`src/rtl/core/srb_pkg.sv`:
```
// Shared types, constants and helper functions for the serial tx/rx byte rings.
// No dependencies; used by srb_ctrl and serial_tx_rx_ring_buffers.
package srb_pkg;

  localparam int unsigned TX_DEPTH = 64;
  localparam int unsigned RX_DEPTH = 64;
  localparam int unsigned TX_AW    = $clog2(TX_DEPTH);
  localparam int unsigned RX_AW    = $clog2(RX_DEPTH);

  localparam logic [7:0] NO_BYTE    = 8'hFF;
  localparam int unsigned CNT_MAX   = 63;

  typedef enum logic [1:0] {
    FUNC_TX_PUSH  = 2'd0,
    FUNC_TX_READY = 2'd1,
    FUNC_RX_BYTE  = 2'd2,
    FUNC_RX_READ  = 2'd3
  } srb_func_e;

  typedef struct packed {
    srb_func_e  func;
    logic [7:0] data_in;
  } srb_in_t;

  typedef struct packed {
    logic [7:0] data_out;
    logic       data_valid;
    logic       push_rejected;
    logic       wake_event;
    logic       tx_request;
    logic [5:0] rx_count;
  } srb_out_t;

  // Per-word result from the ring control, minus the byte read from a store.
  typedef struct packed {
    logic       rd_rx;
    logic       data_valid;
    logic       push_rejected;
    logic       wake_event;
    logic       tx_request;
    logic [5:0] rx_count;
  } srb_ctrl_res_t;

  typedef struct packed {
    logic             we;
    logic [TX_AW-1:0] waddr;
    logic [7:0]       wdata;
    logic             re;
    logic [TX_AW-1:0] raddr;
  } srb_tx_req_t;

  typedef struct packed {
    logic             we;
    logic [RX_AW-1:0] waddr;
    logic [7:0]       wdata;
    logic             re;
    logic [RX_AW-1:0] raddr;
  } srb_rx_req_t;

  function automatic logic [TX_AW-1:0] tx_next(input logic [TX_AW-1:0] p);
    return (p == TX_AW'(TX_DEPTH - 1)) ? '0 : p + TX_AW'(1);
  endfunction

  function automatic logic [RX_AW-1:0] rx_next(input logic [RX_AW-1:0] p);
    return (p == RX_AW'(RX_DEPTH - 1)) ? '0 : p + RX_AW'(1);
  endfunction

  // Bytes held in the rx ring, saturated to the 6-bit count field.
  function automatic logic [5:0] rx_level(input logic [RX_AW-1:0] head,
                                          input logic [RX_AW-1:0] tail);
    logic [RX_AW:0] sum;
    logic [RX_AW-1:0] lvl;
    logic [31:0] wide;
    sum  = {1'b0, head} + (RX_AW+1)'(RX_DEPTH) - {1'b0, tail};
    lvl  = (head >= tail) ? (head - tail) : sum[RX_AW-1:0];
    wide = 32'(lvl);
    return (wide > 32'(CNT_MAX)) ? 6'(CNT_MAX) : wide[5:0];
  endfunction

endpackage

```
`src/rtl/core/srb_ram.sv`:
```
// Generic single-write, single-read byte store with registered read data.
// No dependencies.
module srb_ram #(
  parameter int unsigned DEPTH = 64,
  parameter int unsigned WIDTH = 8
) (
  input  logic                     clk_i,
  input  logic                     we_i,
  input  logic [$clog2(DEPTH)-1:0] waddr_i,
  input  logic [WIDTH-1:0]         wdata_i,
  input  logic                     re_i,
  input  logic [$clog2(DEPTH)-1:0] raddr_i,
  output logic [WIDTH-1:0]         rdata_o
);

  logic [WIDTH-1:0] mem [DEPTH];
  logic [WIDTH-1:0] rdata_q;

  always_ff @(posedge clk_i) begin
    if (we_i) begin
      mem[waddr_i] <= wdata_i;
    end
  end

  // read data holds between reads
  always_ff @(posedge clk_i) begin
    if (re_i) begin
      rdata_q <= mem[raddr_i];
    end
  end

  assign rdata_o = rdata_q;

endmodule

```
`src/rtl/core/srb_ctrl.sv`:
```
// Pointer and flag control for the tx and rx rings; drives the store ports.
// Depends on srb_pkg.
module srb_ctrl (
  input  logic                  clk_i,
  input  logic                  rst_ni,
  input  logic                  acc_i,
  input  srb_pkg::srb_in_t      item_i,
  output srb_pkg::srb_tx_req_t  tx_req_o,
  output srb_pkg::srb_rx_req_t  rx_req_o,
  output srb_pkg::srb_ctrl_res_t res_o
);

  logic [srb_pkg::TX_AW-1:0] tx_head_q, tx_head_d, tx_tail_q, tx_tail_d;
  logic [srb_pkg::RX_AW-1:0] rx_head_q, rx_head_d, rx_tail_q, rx_tail_d;
  logic                      tx_req_q, tx_req_d, tx_full_q, tx_full_d;
  logic [srb_pkg::TX_AW-1:0] tx_head_nx, tx_tail_nx;
  logic [srb_pkg::RX_AW-1:0] rx_head_nx, rx_tail_nx;

  assign tx_head_nx = srb_pkg::tx_next(tx_head_q);
  assign tx_tail_nx = srb_pkg::tx_next(tx_tail_q);
  assign rx_head_nx = srb_pkg::rx_next(rx_head_q);
  assign rx_tail_nx = srb_pkg::rx_next(rx_tail_q);

  always_comb begin
    tx_head_d = tx_head_q;
    tx_tail_d = tx_tail_q;
    rx_head_d = rx_head_q;
    rx_tail_d = rx_tail_q;
    tx_req_d  = tx_req_q;
    tx_full_d = tx_full_q;

    tx_req_o.we    = 1'b0;
    tx_req_o.waddr = tx_head_q;
    tx_req_o.wdata = item_i.data_in;
    tx_req_o.re    = 1'b0;
    tx_req_o.raddr = tx_tail_q;
    rx_req_o.we    = 1'b0;
    rx_req_o.waddr = rx_head_q;
    rx_req_o.wdata = item_i.data_in;
    rx_req_o.re    = 1'b0;
    rx_req_o.raddr = rx_tail_q;

    res_o.rd_rx         = 1'b0;
    res_o.data_valid    = 1'b0;
    res_o.push_rejected = 1'b0;
    res_o.wake_event    = 1'b0;

    case (item_i.func)
      srb_pkg::FUNC_TX_PUSH: begin
        if (tx_head_nx == tx_tail_q) begin
          res_o.push_rejected = 1'b1;
          tx_full_d           = 1'b1;
        end else begin
          tx_req_o.we = acc_i;
          tx_head_d   = tx_head_nx;
          tx_req_d    = 1'b1;
        end
      end
      srb_pkg::FUNC_TX_READY: begin
        if (tx_head_q != tx_tail_q) begin
          res_o.data_valid = 1'b1;
          tx_req_o.re      = acc_i;
          tx_tail_d        = tx_tail_nx;
          if (tx_tail_nx == tx_head_q) begin
            tx_req_d = 1'b0;
          end
          if (tx_full_q) begin
            tx_full_d        = 1'b0;
            res_o.wake_event = 1'b1;
          end
        end
      end
      srb_pkg::FUNC_RX_BYTE: begin
        rx_req_o.we = acc_i;
        rx_head_d   = rx_head_nx;
        // full ring: drop the oldest byte
        if (rx_head_nx == rx_tail_q) begin
          rx_tail_d = rx_tail_nx;
        end
      end
      srb_pkg::FUNC_RX_READ: begin
        res_o.rd_rx = 1'b1;
        if (rx_head_q != rx_tail_q) begin
          res_o.data_valid = 1'b1;
          rx_req_o.re      = acc_i;
          rx_tail_d        = rx_tail_nx;
        end
      end
      default: begin
        res_o.rd_rx = 1'b0;
      end
    endcase

    res_o.tx_request = tx_req_d;
    res_o.rx_count   = srb_pkg::rx_level(rx_head_d, rx_tail_d);
  end

  always_ff @(posedge clk_i or negedge rst_ni) begin
    if (!rst_ni) begin
      tx_head_q <= '0;
      tx_tail_q <= '0;
      rx_head_q <= '0;
      rx_tail_q <= '0;
      tx_req_q  <= 1'b0;
      tx_full_q <= 1'b0;
    end else if (acc_i) begin
      tx_head_q <= tx_head_d;
      tx_tail_q <= tx_tail_d;
      rx_head_q <= rx_head_d;
      rx_tail_q <= rx_tail_d;
      tx_req_q  <= tx_req_d;
      tx_full_q <= tx_full_d;
    end
  end

`ifndef SYNTHESIS
  // request enable tracks a non-empty tx ring exactly
  a_req_matches_level: assert property (@(posedge clk_i) disable iff (!rst_ni)
    tx_req_q == (tx_head_q != tx_tail_q))
    else $error("tx request out of step with tx ring level");

  a_full_not_empty: assert property (@(posedge clk_i) disable iff (!rst_ni)
    tx_full_q |-> (tx_head_q != tx_tail_q))
    else $error("full flag set on empty tx ring");

  a_no_rw_same_ring: assert property (@(posedge clk_i) disable iff (!rst_ni)
    !(tx_req_o.we && tx_req_o.re) && !(rx_req_o.we && rx_req_o.re))
    else $error("store written and read by the same word");
`endif

endmodule

```
`src/rtl/core/serial_tx_rx_ring_buffers.sv`:
```
// A word accepted into the read stage moves on to the output register when it is free,
// and out_valid_o then shows its result. Throughput: one word per cycle while
// in_stall_o is low; the store read port registers data in the first stage.
// in_stall_o rises only when both the read stage and the output register are held.
// Reset clears ring pointers, flags and stage valids at once; store contents stay
// undefined until written, so there is no clearing pass.
module serial_tx_rx_ring_buffers (
  input  logic              clk_i,
  input  logic              rst_ni,
  input  logic              in_valid_i,
  output logic              in_stall_o,
  input  srb_pkg::srb_in_t  in_item_i,
  output logic              out_valid_o,
  input  logic              out_stall_i,
  output srb_pkg::srb_out_t out_item_o
);

  srb_pkg::srb_tx_req_t   tx_req;
  srb_pkg::srb_rx_req_t   rx_req;
  srb_pkg::srb_ctrl_res_t ctrl_res;
  logic [7:0]             tx_rdata, rx_rdata;

  logic                   acc;
  logic                   s1_valid_q, s1_valid_d;
  srb_pkg::srb_ctrl_res_t s1_res_q;
  logic                   out_valid_q, out_valid_d;
  srb_pkg::srb_out_t      out_item_q, out_item_d;
  logic                   out_free, s1_move, s1_free;

  srb_ctrl u_ctrl (
    .clk_i    (clk_i),
    .rst_ni   (rst_ni),
    .acc_i    (acc),
    .item_i   (in_item_i),
    .tx_req_o (tx_req),
    .rx_req_o (rx_req),
    .res_o    (ctrl_res)
  );

  srb_ram #(.DEPTH(srb_pkg::TX_DEPTH), .WIDTH(8)) u_tx_ram (
    .clk_i   (clk_i),
    .we_i    (tx_req.we),
    .waddr_i (tx_req.waddr),
    .wdata_i (tx_req.wdata),
    .re_i    (tx_req.re),
    .raddr_i (tx_req.raddr),
    .rdata_o (tx_rdata)
  );

  srb_ram #(.DEPTH(srb_pkg::RX_DEPTH), .WIDTH(8)) u_rx_ram (
    .clk_i   (clk_i),
    .we_i    (rx_req.we),
    .waddr_i (rx_req.waddr),
    .wdata_i (rx_req.wdata),
    .re_i    (rx_req.re),
    .raddr_i (rx_req.raddr),
    .rdata_o (rx_rdata)
  );

  assign out_free   = !out_valid_q || !out_stall_i;
  assign s1_move    = s1_valid_q && out_free;
  assign s1_free    = !s1_valid_q || s1_move;
  assign in_stall_o = !s1_free;
  assign acc        = in_valid_i && s1_free;

  always_comb begin
    s1_valid_d = s1_valid_q;
    if (acc) begin
      s1_valid_d = 1'b1;
    end else if (s1_move) begin
      s1_valid_d = 1'b0;
    end

    out_valid_d = out_valid_q;
    if (s1_move) begin
      out_valid_d = 1'b1;
    end else if (!out_stall_i) begin
      out_valid_d = 1'b0;
    end

    out_item_d               = out_item_q;
    out_item_d.data_valid    = s1_res_q.data_valid;
    out_item_d.push_rejected = s1_res_q.push_rejected;
    out_item_d.wake_event    = s1_res_q.wake_event;
    out_item_d.tx_request    = s1_res_q.tx_request;
    out_item_d.rx_count      = s1_res_q.rx_count;
    if (!s1_res_q.data_valid) begin
      out_item_d.data_out = srb_pkg::NO_BYTE;
    end else if (s1_res_q.rd_rx) begin
      out_item_d.data_out = rx_rdata;
    end else begin
      out_item_d.data_out = tx_rdata;
    end
  end

  always_ff @(posedge clk_i or negedge rst_ni) begin
    if (!rst_ni) begin
      s1_valid_q  <= 1'b0;
      out_valid_q <= 1'b0;
    end else begin
      s1_valid_q  <= s1_valid_d;
      out_valid_q <= out_valid_d;
    end
  end

  always_ff @(posedge clk_i) begin
    if (acc) begin
      s1_res_q <= ctrl_res;
    end
    if (s1_move) begin
      out_item_q <= out_item_d;
    end
  end

  assign out_valid_o = out_valid_q;
  assign out_item_o  = out_item_q;

`ifndef SYNTHESIS
  a_stall_when_busy: assert property (@(posedge clk_i) disable iff (!rst_ni)
    in_stall_o |-> (s1_valid_q && out_valid_q && out_stall_i))
    else $error("input stalled with room in the pipeline");

  a_no_byte_marker: assert property (@(posedge clk_i) disable iff (!rst_ni)
    (out_valid_o && !out_item_o.data_valid) |-> (out_item_o.data_out == srb_pkg::NO_BYTE))
    else $error("invalid result word carries a byte");

  a_reject_exclusive: assert property (@(posedge clk_i) disable iff (!rst_ni)
    (out_valid_o && out_item_o.push_rejected) |->
      (!out_item_o.data_valid && !out_item_o.wake_event))
    else $error("rejected push reports a pop");

  a_stage_advances: assert property (@(posedge clk_i) disable iff (!rst_ni)
    s1_move |=> out_valid_o)
    else $error("read stage word lost on the way out");
`endif

endmodule
```
`config.mk`:
```
export PLATFORM = sky130hd
export DESIGN_NAME = serial_tx_rx_ring_buffers
export DESIGN_NICKNAME = d
export VERILOG_FILES = /design/src/rtl/core/srb_pkg.sv /design/src/rtl/core/srb_ram.sv /design/src/rtl/core/srb_ctrl.sv /design/src/rtl/core/serial_tx_rx_ring_buffers.sv
export SDC_FILE = /design/constraint.sdc
export NUM_CORES = 1
export LEC_CHECK = 0
export BUFFER_PORTS_ARGS = -buffer_cell sky130_fd_sc_hd__clkbuf_2
export CAP_MARGIN = 40
export CORE_AREA = 5 5 320 322
export DETAILED_ROUTE_END_ITERATION = 8
export DIE_AREA = 0 0 325 327
export SETUP_SLACK_MARGIN = 0.2
export SYNTH_ARGS = -nofsm -noshare
export SYNTH_HDL_FRONTEND = slang
export SYNTH_HIERARCHICAL = 1
export SYNTH_SLANG_ARGS = --single-unit
```
`constraint.sdc`:
```
create_clock -name clk_i -period 4 [get_ports clk_i]
set_input_delay 0.4 -clock clk_i [delete_from_list [all_inputs] [get_ports clk_i]]
set_output_delay 0.4 -clock clk_i [all_outputs]
set_load 0.03 [all_outputs]
```
==> summary.txt, run 1 <==
Synthesis
  • Synth top area share: 72.7%
  • Post-Synth Simple-Gate Area: 4.45%
  • Syn nets: 2,276
  • Area share of fa/ha/maj cells after synthesis: 0.300%
  • Post-synth top area cell: edfxtp_1
  • Post-synth top flop: edfxtp_1
  • Main combinational cell family by area after synthesis: multiplexers
  • XOR/XNOR Fraction of Synth Area: 0.810%
  • Post-synth EDFFs: 1,069
  • Register area share after synthesis: 74.3%
  • Seq cells post-synth: 1,097
  • Syn Inst Count: 2,252
  • Largest cells by area after synthesis: edfxtp_1 73%, mux4_2 13%, nor2_1 1.6%
  • Async S/R FF share, synth: 2.55%
  • Synth cell types: 80
  • Multiplexer share of the synthesized area: 14.9%
  • Compound-Gate Fraction of Synth Area: 3.13%
  • Synth Cell Area: 44,200 um2
  • Number of synthesis warnings: 6
  • Avg Cell Area, Syn: 19.6 um2

Drt
  • Wire per inst: 25.9 um
  • Vias per cell: 5.73
  • Routed WL: 99.4 mm
  • Drt first-iter violations: 2,222
  • Detailed Routing Iterations Pass 1: 5
  • DRC violations left: 0
  • Antenna-violating nets left: 0
  • Vias: 22,000

Die
  • Row Count: 116
  • Core Region: 99,300 um2
  • Ports: 34
  • Die Footprint: 106,000 um2
  • Die Width: 325 um
  • Initial core utilization: 44.5%
  • Die Y: 327 um

Hold path
  • Worst hold path type: in2reg

Pwr
  • Int Power: 22.4 mW
  • VDD IR max: 0.362 mV
  • Flop pwr share: 42.5%
  • PD cells: 622 nW/um2
  • Switching power: 8.95 mW
  • Combinational share of power: 24.9%
  • Pleak: 16.0 nW
  • Switching Share: 28.6%
  • Clock group share of total power: 32.6%

Setup path
  • CP Capture Type: register
  • Crit path buffers/inverters: 1
  • WP data required: 4380 ps
  • Worst setup SP type: register
  • Max stage delay on crit path: 640 ps
  • Arr. time, crit path: 3990 ps
  • CP top delay family: multiplexers
  • Crit-path cells: buf_12 > mux4_2 > mux2_2 > o221a_2 > nor3_1 > o32ai_1
  • Crit path kind: reg2reg
  • Crit path max fanout: 124
  • Slowest stage cell, crit path: mux4_2

STA
  • Relative slew slack: 30.7%
  • Final setup vio count: 0
  • Final Hold Viols: 0
  • Slew Limit Fails: 0
  • Unrepaired setup endpoints after global routing: no
  • Peak Freq: 277 MHz
  • Post-route clock period utilization: 90.2%
  • Worst slew pin tran: 1040 ps
  • Fin crit period: 3610 ps
  • Setup TNS: 0 ps
  • Final Skew: 24.3 ps

Global route
  • Vias in the first global route: 22,700
  • Pin count of the biggest net entering global routing: 125
  • First-pass GRT wire length: 149 mm
  • Overflow after GRT: 0
  • Initial antenna violation count: 1
  • Tot GR Track Use: 18.6%

Cells and area
  • Number of diodes: 0
  • Final nets: 2,475
  • Most common cell after layout, fill and taps aside: edfxtp_1
  • Fin area: 50,400 um2
  • Most frequent cells in the layout: 1,069 x edfxtp_1, 252 x mux4_2, 193 x buf_4
  • Fraction of layout cells with a size suffix above 1: 27.4%
  • Layout fillers: 7,995
  • Layout overhead on the synthesized area: 14.0%

Clock tree
  • CTS tree: yes
  • Clk_lat worst skew: 680 ps
  • Number of clock sinks: 1,097
  • Root buffer cell: clkbuf_16
  • Bufs on Longest Clock Path: 3
  • H-tree depth: 3
  • TritonCTS buffer count: 109
  • Clock transition at path regs: 60 ps

Placed design
  • Placed cell area: 46,700 um2
  • RePlAce Congestion: 0.832
  • Hpwl dp: 63.1 mm
  • Number of I/O port buffers: 33

Status
  • Status: completed

Run
  • Max-cap violations: 0
synthesized netlist by cell type, types with 14 or more instances:
cell	count
a21oi_1	22
buf_2	27
buf_4	45
clkbuf_1	45
dfrtp_1	28
edfxtp_1	1069
mux2_2	27
mux2i_1	57
mux4_2	252
nand2_1	82
nand2b_1	16
nand3_1	37
nor2_1	187
nor2b_1	32
nor3_1	22
o21ai_0	14
o21ai_1	15
o221ai_1	16
o22ai_1	16
xnor2_1	19
xor2_1	20
cell families after synthesis:
kind of cell    count (synthesis)
xor+xnor                       40
buf+inv                       155
compound gates                187
flops                        1097
simple gates                  425
mux                           338
fa+ha+maj                      10
cell type report:
cell class | count | area, um2 | area share [%]
clock buffer | 132 | 2820 | 5.61
timing repair buffer | 231 | 1840 | 3.65
sequential | 1097 | 32800 | 65.2
multi-input combinational | 1000 | 10400 | 20.7
inverter | 12 | 45.0 | 0.0895
tap | 1298 | 1620 | 3.23
clock inverter | 75 | 781 | 1.55
layer usage:
layer | GRT usage (%) | up-vias | part of all wire [%]
met5 | 0 | - | 0
met4 | 4.49 | 0 | 2.1
met3 | 3.45 | 146 | 6.4
met2 | 29.8 | 706 | 48
met1 | 26.8 | 11600 | 44
li1 | - | 9581 | -
worst paths after layout:
path                                                      start  slack, ps  depth (start not counted)                              end
worst max-delay path            u_ctrl/rx_tail_q[0]$_DFFE_PN0P_        390                          6    u_rx_ram/rdata_o[6]$_DFFE_PP_
max in group asynchronous                                rst_ni       3380                          3  u_ctrl/tx_head_q[0]$_DFFE_PN0P_
worst max register to register  u_ctrl/rx_tail_q[0]$_DFFE_PN0P_        390                          6    u_rx_ram/rdata_o[6]$_DFFE_PP_
worst min-delay path                               in_item_i[7]         90                          1     u_rx_ram/mem[8][7]$_DFFE_PP_
min in group asynchronous                                rst_ni        170                          2  u_ctrl/rx_tail_q[4]$_DFFE_PN0P_
worst min register to register          out_item_d[1]$_DFFE_PP_        420                          0          out_item_o[1]$_DFFE_PP_
flip-flops by register name, indices dropped and copies added (netlist names):
register / cells
u_ctrl/tx_req_q: 1
u_ctrl/rx_tail_q: 6
u_ctrl/rx_head_q: 6
out_valid_o: 1
u_ctrl/tx_tail_q: 6
out_item_d: 10
s1_res_q: 1
u_ctrl/tx_head_q: 6
u_rx_ram/mem: 512
u_ctrl/tx_full_q: 1
out_item_o: 18
u_tx_ram/mem: 512
s1_valid_q: 1
u_tx_ram/rdata_o: 8
u_rx_ram/rdata_o: 8
per-stage QoR:
step | worst slack (ps) | power (mW) | hold WS, ps | instances | util, %
6_report | 392 | 31.3 | 85.2 | 3845 | 50.7
5_1_grt | 221 | 32.6 | 58.4 | 3845 | 50.7
4_1_cts | 362 | 31.6 | 33.5 | 3844 | 50.7
3_5_place_dp | 374 | 21.4 | 331 | 3634 | 47.0
3_3_place_gp | 396 | 21.3 | 405 | 3628 | 46.9
2_1_floorplan | 577 | 19.3 | 104 | 2252 | -
timing repair:
item | 4_1_cts | 5_1_grt
endpoints found under the hold margin | 30 | 0
hold buffers | 3 | 0
endpoints found under the setup margin | 0 | 1
gates resized for setup | 0 | 1
buffers inserted | 0 | 1
power by group through the flow:
stage	sequential, mW	combinational [mW]	clock [mW]
global placement	13.5	7.74	0
finish	13.3	7.81	10.2
global route	13.3	8.35	11.0
CTS	13.3	7.89	10.4
detailed placement	13.6	7.87	0
floorplan	13.3	5.95	0
Power figures use the tool's default switching activity.
==> run 2: changes to the inputs <==
Settings changed: CORE_AREA 5 5 320 322 to 2 2 317 319, CTS_CLUSTER_DIAMETER from default to 100, DIE_AREA 0 0 325 327 to 0 0 319 321.
Clock period 4 ns to 3.5 ns, I/O delays scaled along.
==> run 2 against run 1 <==
- via count up 0.83%
- die area fell by 3.6%
- global-route usage up 1.1 points
- core utilization barely moved
- sequential share of layout area barely moved
- combinational power rose by 21%
- first-iteration DRC count up 5.7%
- non-clock buffer count down 27
- cell count fell by 0.88%
- wire length grew 1.1%
- critical endpoint is now out_item_d[5]$_DFFE_PP_
- largest cell class unchanged
==> summary.txt, run 2 (synthesis gave the netlist of run 1 again) <==
Clock tree
  • Clock transition at path regs: 60 ps
  • Number of clock sinks: 1,097
  • TritonCTS buffer count: 109
  • H-tree depth: 3
  • Clk_lat worst skew: 680 ps
  • Bufs on Longest Clock Path: 3
  • Root buffer cell: clkbuf_16
  • CTS tree: yes

Pwr
  • PD cells: 719 nW/um2
  • VDD IR max: 0.495 mV
  • Total Power: 36.2 mW
  • Pleak: 15.9 nW

Status
  • Status: completed

Cells and area
  • Final nets: 2,448
  • Most common cell after layout, fill and taps aside: edfxtp_1
  • Number of diodes: 0
  • Layout fillers: 7,970
  • Layout overhead on the synthesized area: 14.1%
  • Fraction of layout cells with a size suffix above 1: 29.0%
  • Final core utilization: 50.8%
  • Most frequent cells in the layout: 1,069 x edfxtp_1, 252 x mux4_2, 157 x buf_4

Setup path
  • Worst setup SP type: register
  • WP data required: 3920 ps
  • Critical path startpoint: u_ctrl/rx_head_q[0]$_DFFE_PN0P_
  • Reg2reg start: u_ctrl/rx_head_q[0]$_DFFE_PN0P_
  • Crit path kind: reg2reg
  • CP Capture Type: register
  • Arr. time, crit path: 3740 ps
  • Reg-to-reg setup timing slack: 190 ps
  • Setup crit end: out_item_d[5]$_DFFE_PP_
  • Crit path max fanout: 6
  • Worst r2r dst: out_item_d[5]$_DFFE_PP_
  • R2R depth: 15

Drt
  • Routed WL: 101 mm
  • Wire per inst: 26.4 um
  • DRC violations left: 0
  • Vias: 22,200
  • Antenna-violating nets left: 0
  • Drt first-iter violations: 2,348
  • Vias per cell: 5.83
  • Detailed Routing Iterations Pass 1: 5

Die
  • Die Y: 321 um
  • Die Footprint: 102,000 um2
  • Die Width: 319 um
  • Core Region: 99,300 um2
  • Row Count: 116
  • Ports: 34
  • Initial core utilization: 44.5%

Placed design
  • Hpwl dp: 63.0 mm
  • RePlAce Congestion: 0.846
  • Number of I/O port buffers: 33

STA
  • Unrepaired setup endpoints after global routing: yes
  • Final Hold Viols: 0
  • Worst hold slack: 163 ps
  • Final Skew: 26.8 ps
  • Worst slew pin tran: 951 ps
  • Peak Freq: 302 MHz
  • Post-route clock period utilization: 94.7%
  • Slew Limit Fails: 0
  • Setup TNS: 0 ps
  • Final setup vio count: 0
  • Fin crit period: 3310 ps
  • Relative slew slack: 35.8%

Global route
  • Overflow after GRT: 0
  • Pin count of the biggest net entering global routing: 86
  • First-pass GRT wire length: 150 mm
  • Tot GR Track Use: 19.7%
  • Vias in the first global route: 22,500
  • Initial antenna violation count: 1

Run
  • Max-cap violations: 0

Hold path
  • Worst hold path type: in2reg
run 2: cell types whose count changed in the layout (fill, tap and decap cells not counted), moves of 3 or more:
cell       previous run  this run
nor2_2                1        53
clkbuf_16           109       112
buf_12                4        10
clkinv_1             26        21
clkinv_2             23        18
dfrtp_2               2         5
nor2_1              187       135
dfrtp_1              20        17
clkbuf_8              1         4
buf_4               193       157
run 2: routing by layer:
layer / global-route usage (%) / up-vias / wire, um
met5: 0 / - / 0
met4: 6.19 / 0 / 3030
met3: 3.25 / 187 / 6380
met2: 31.1 / 803 / 47500
met1: 28.2 / 11700 / 43600
li1: - / 9520 / -
run 2: what timing repair did:
item | 4_1_cts | 5_1_grt
hold buffers | 5 | 0
endpoints found under the hold margin | 30 | 0
pin swaps | 0 | 9
gates cloned | 0 | 0
setup endpoints to repair | 88 | 331
gates resized for setup | 15 | 50
buffers inserted | 0 | 3
run 2: final cells by class:
cell class	count	area, um2	area share [%]
timing repair buffer	204	1700	3.36
multi-input combinational	1000	10600	21.0
clock inverter	61	657	1.30
inverter	12	45.0	0.0894
sequential	1097	32800	65.2
tap	1298	1620	3.22
clock buffer	139	2940	5.84
run 2: worst min path at each step:
stage | startpoint | end | slack (ps) | cells after the start
3_5_place_dp | rst_ni | s1_valid_q$_DFFE_PN0P_ | 180 | 1
2_1_floorplan | rst_ni | out_valid_o$_DFFE_PN0P_ | 50 | 0
4_1_cts | in_item_i[5] | u_tx_ram/mem[54][5]$_DFFE_PP_ | 120 | 1
5_1_grt | in_item_i[5] | u_tx_ram/mem[52][5]$_DFFE_PP_ | 140 | 1
6_report | in_item_i[5] | u_tx_ram/mem[54][5]$_DFFE_PP_ | 160 | 1
3_3_place_gp | out_item_d[2]$_DFFE_PP_ | out_item_o[2]$_DFFE_PP_ | 420 | 0
run 2: through the flow:
stage	worst slack (ps)	std cells	instance area [um2]
floorplan	214	2252	44200
global placement	70.8	3588	46300
detailed placement	91.0	3602	46500
CTS	126	3807	50200
global route	20.1	3811	50400
finish	186	3811	50400
run 2: power breakdown:
group          internal, mW  total, mW  switching [mW]
Clock                  6.89       11.7            4.85
Sequential             14.8       15.1           0.239
Combinational          4.18       9.46            5.28
run 2: critical path, stage by stage (launching register included):
cell and delay, ps:
dfrtp_2 440, buf_4 170, nand3_2 110, or2b_1 250, a21oi_2 190, o211ai_4 110, o31a_4 370, nand2b_4 160
mux2i_1 120, ha_1 330, a21o_1 160, a21oi_2 140, o21bai_1 70, a21oi_1 160, xnor2_1 160, xnor2_1 100
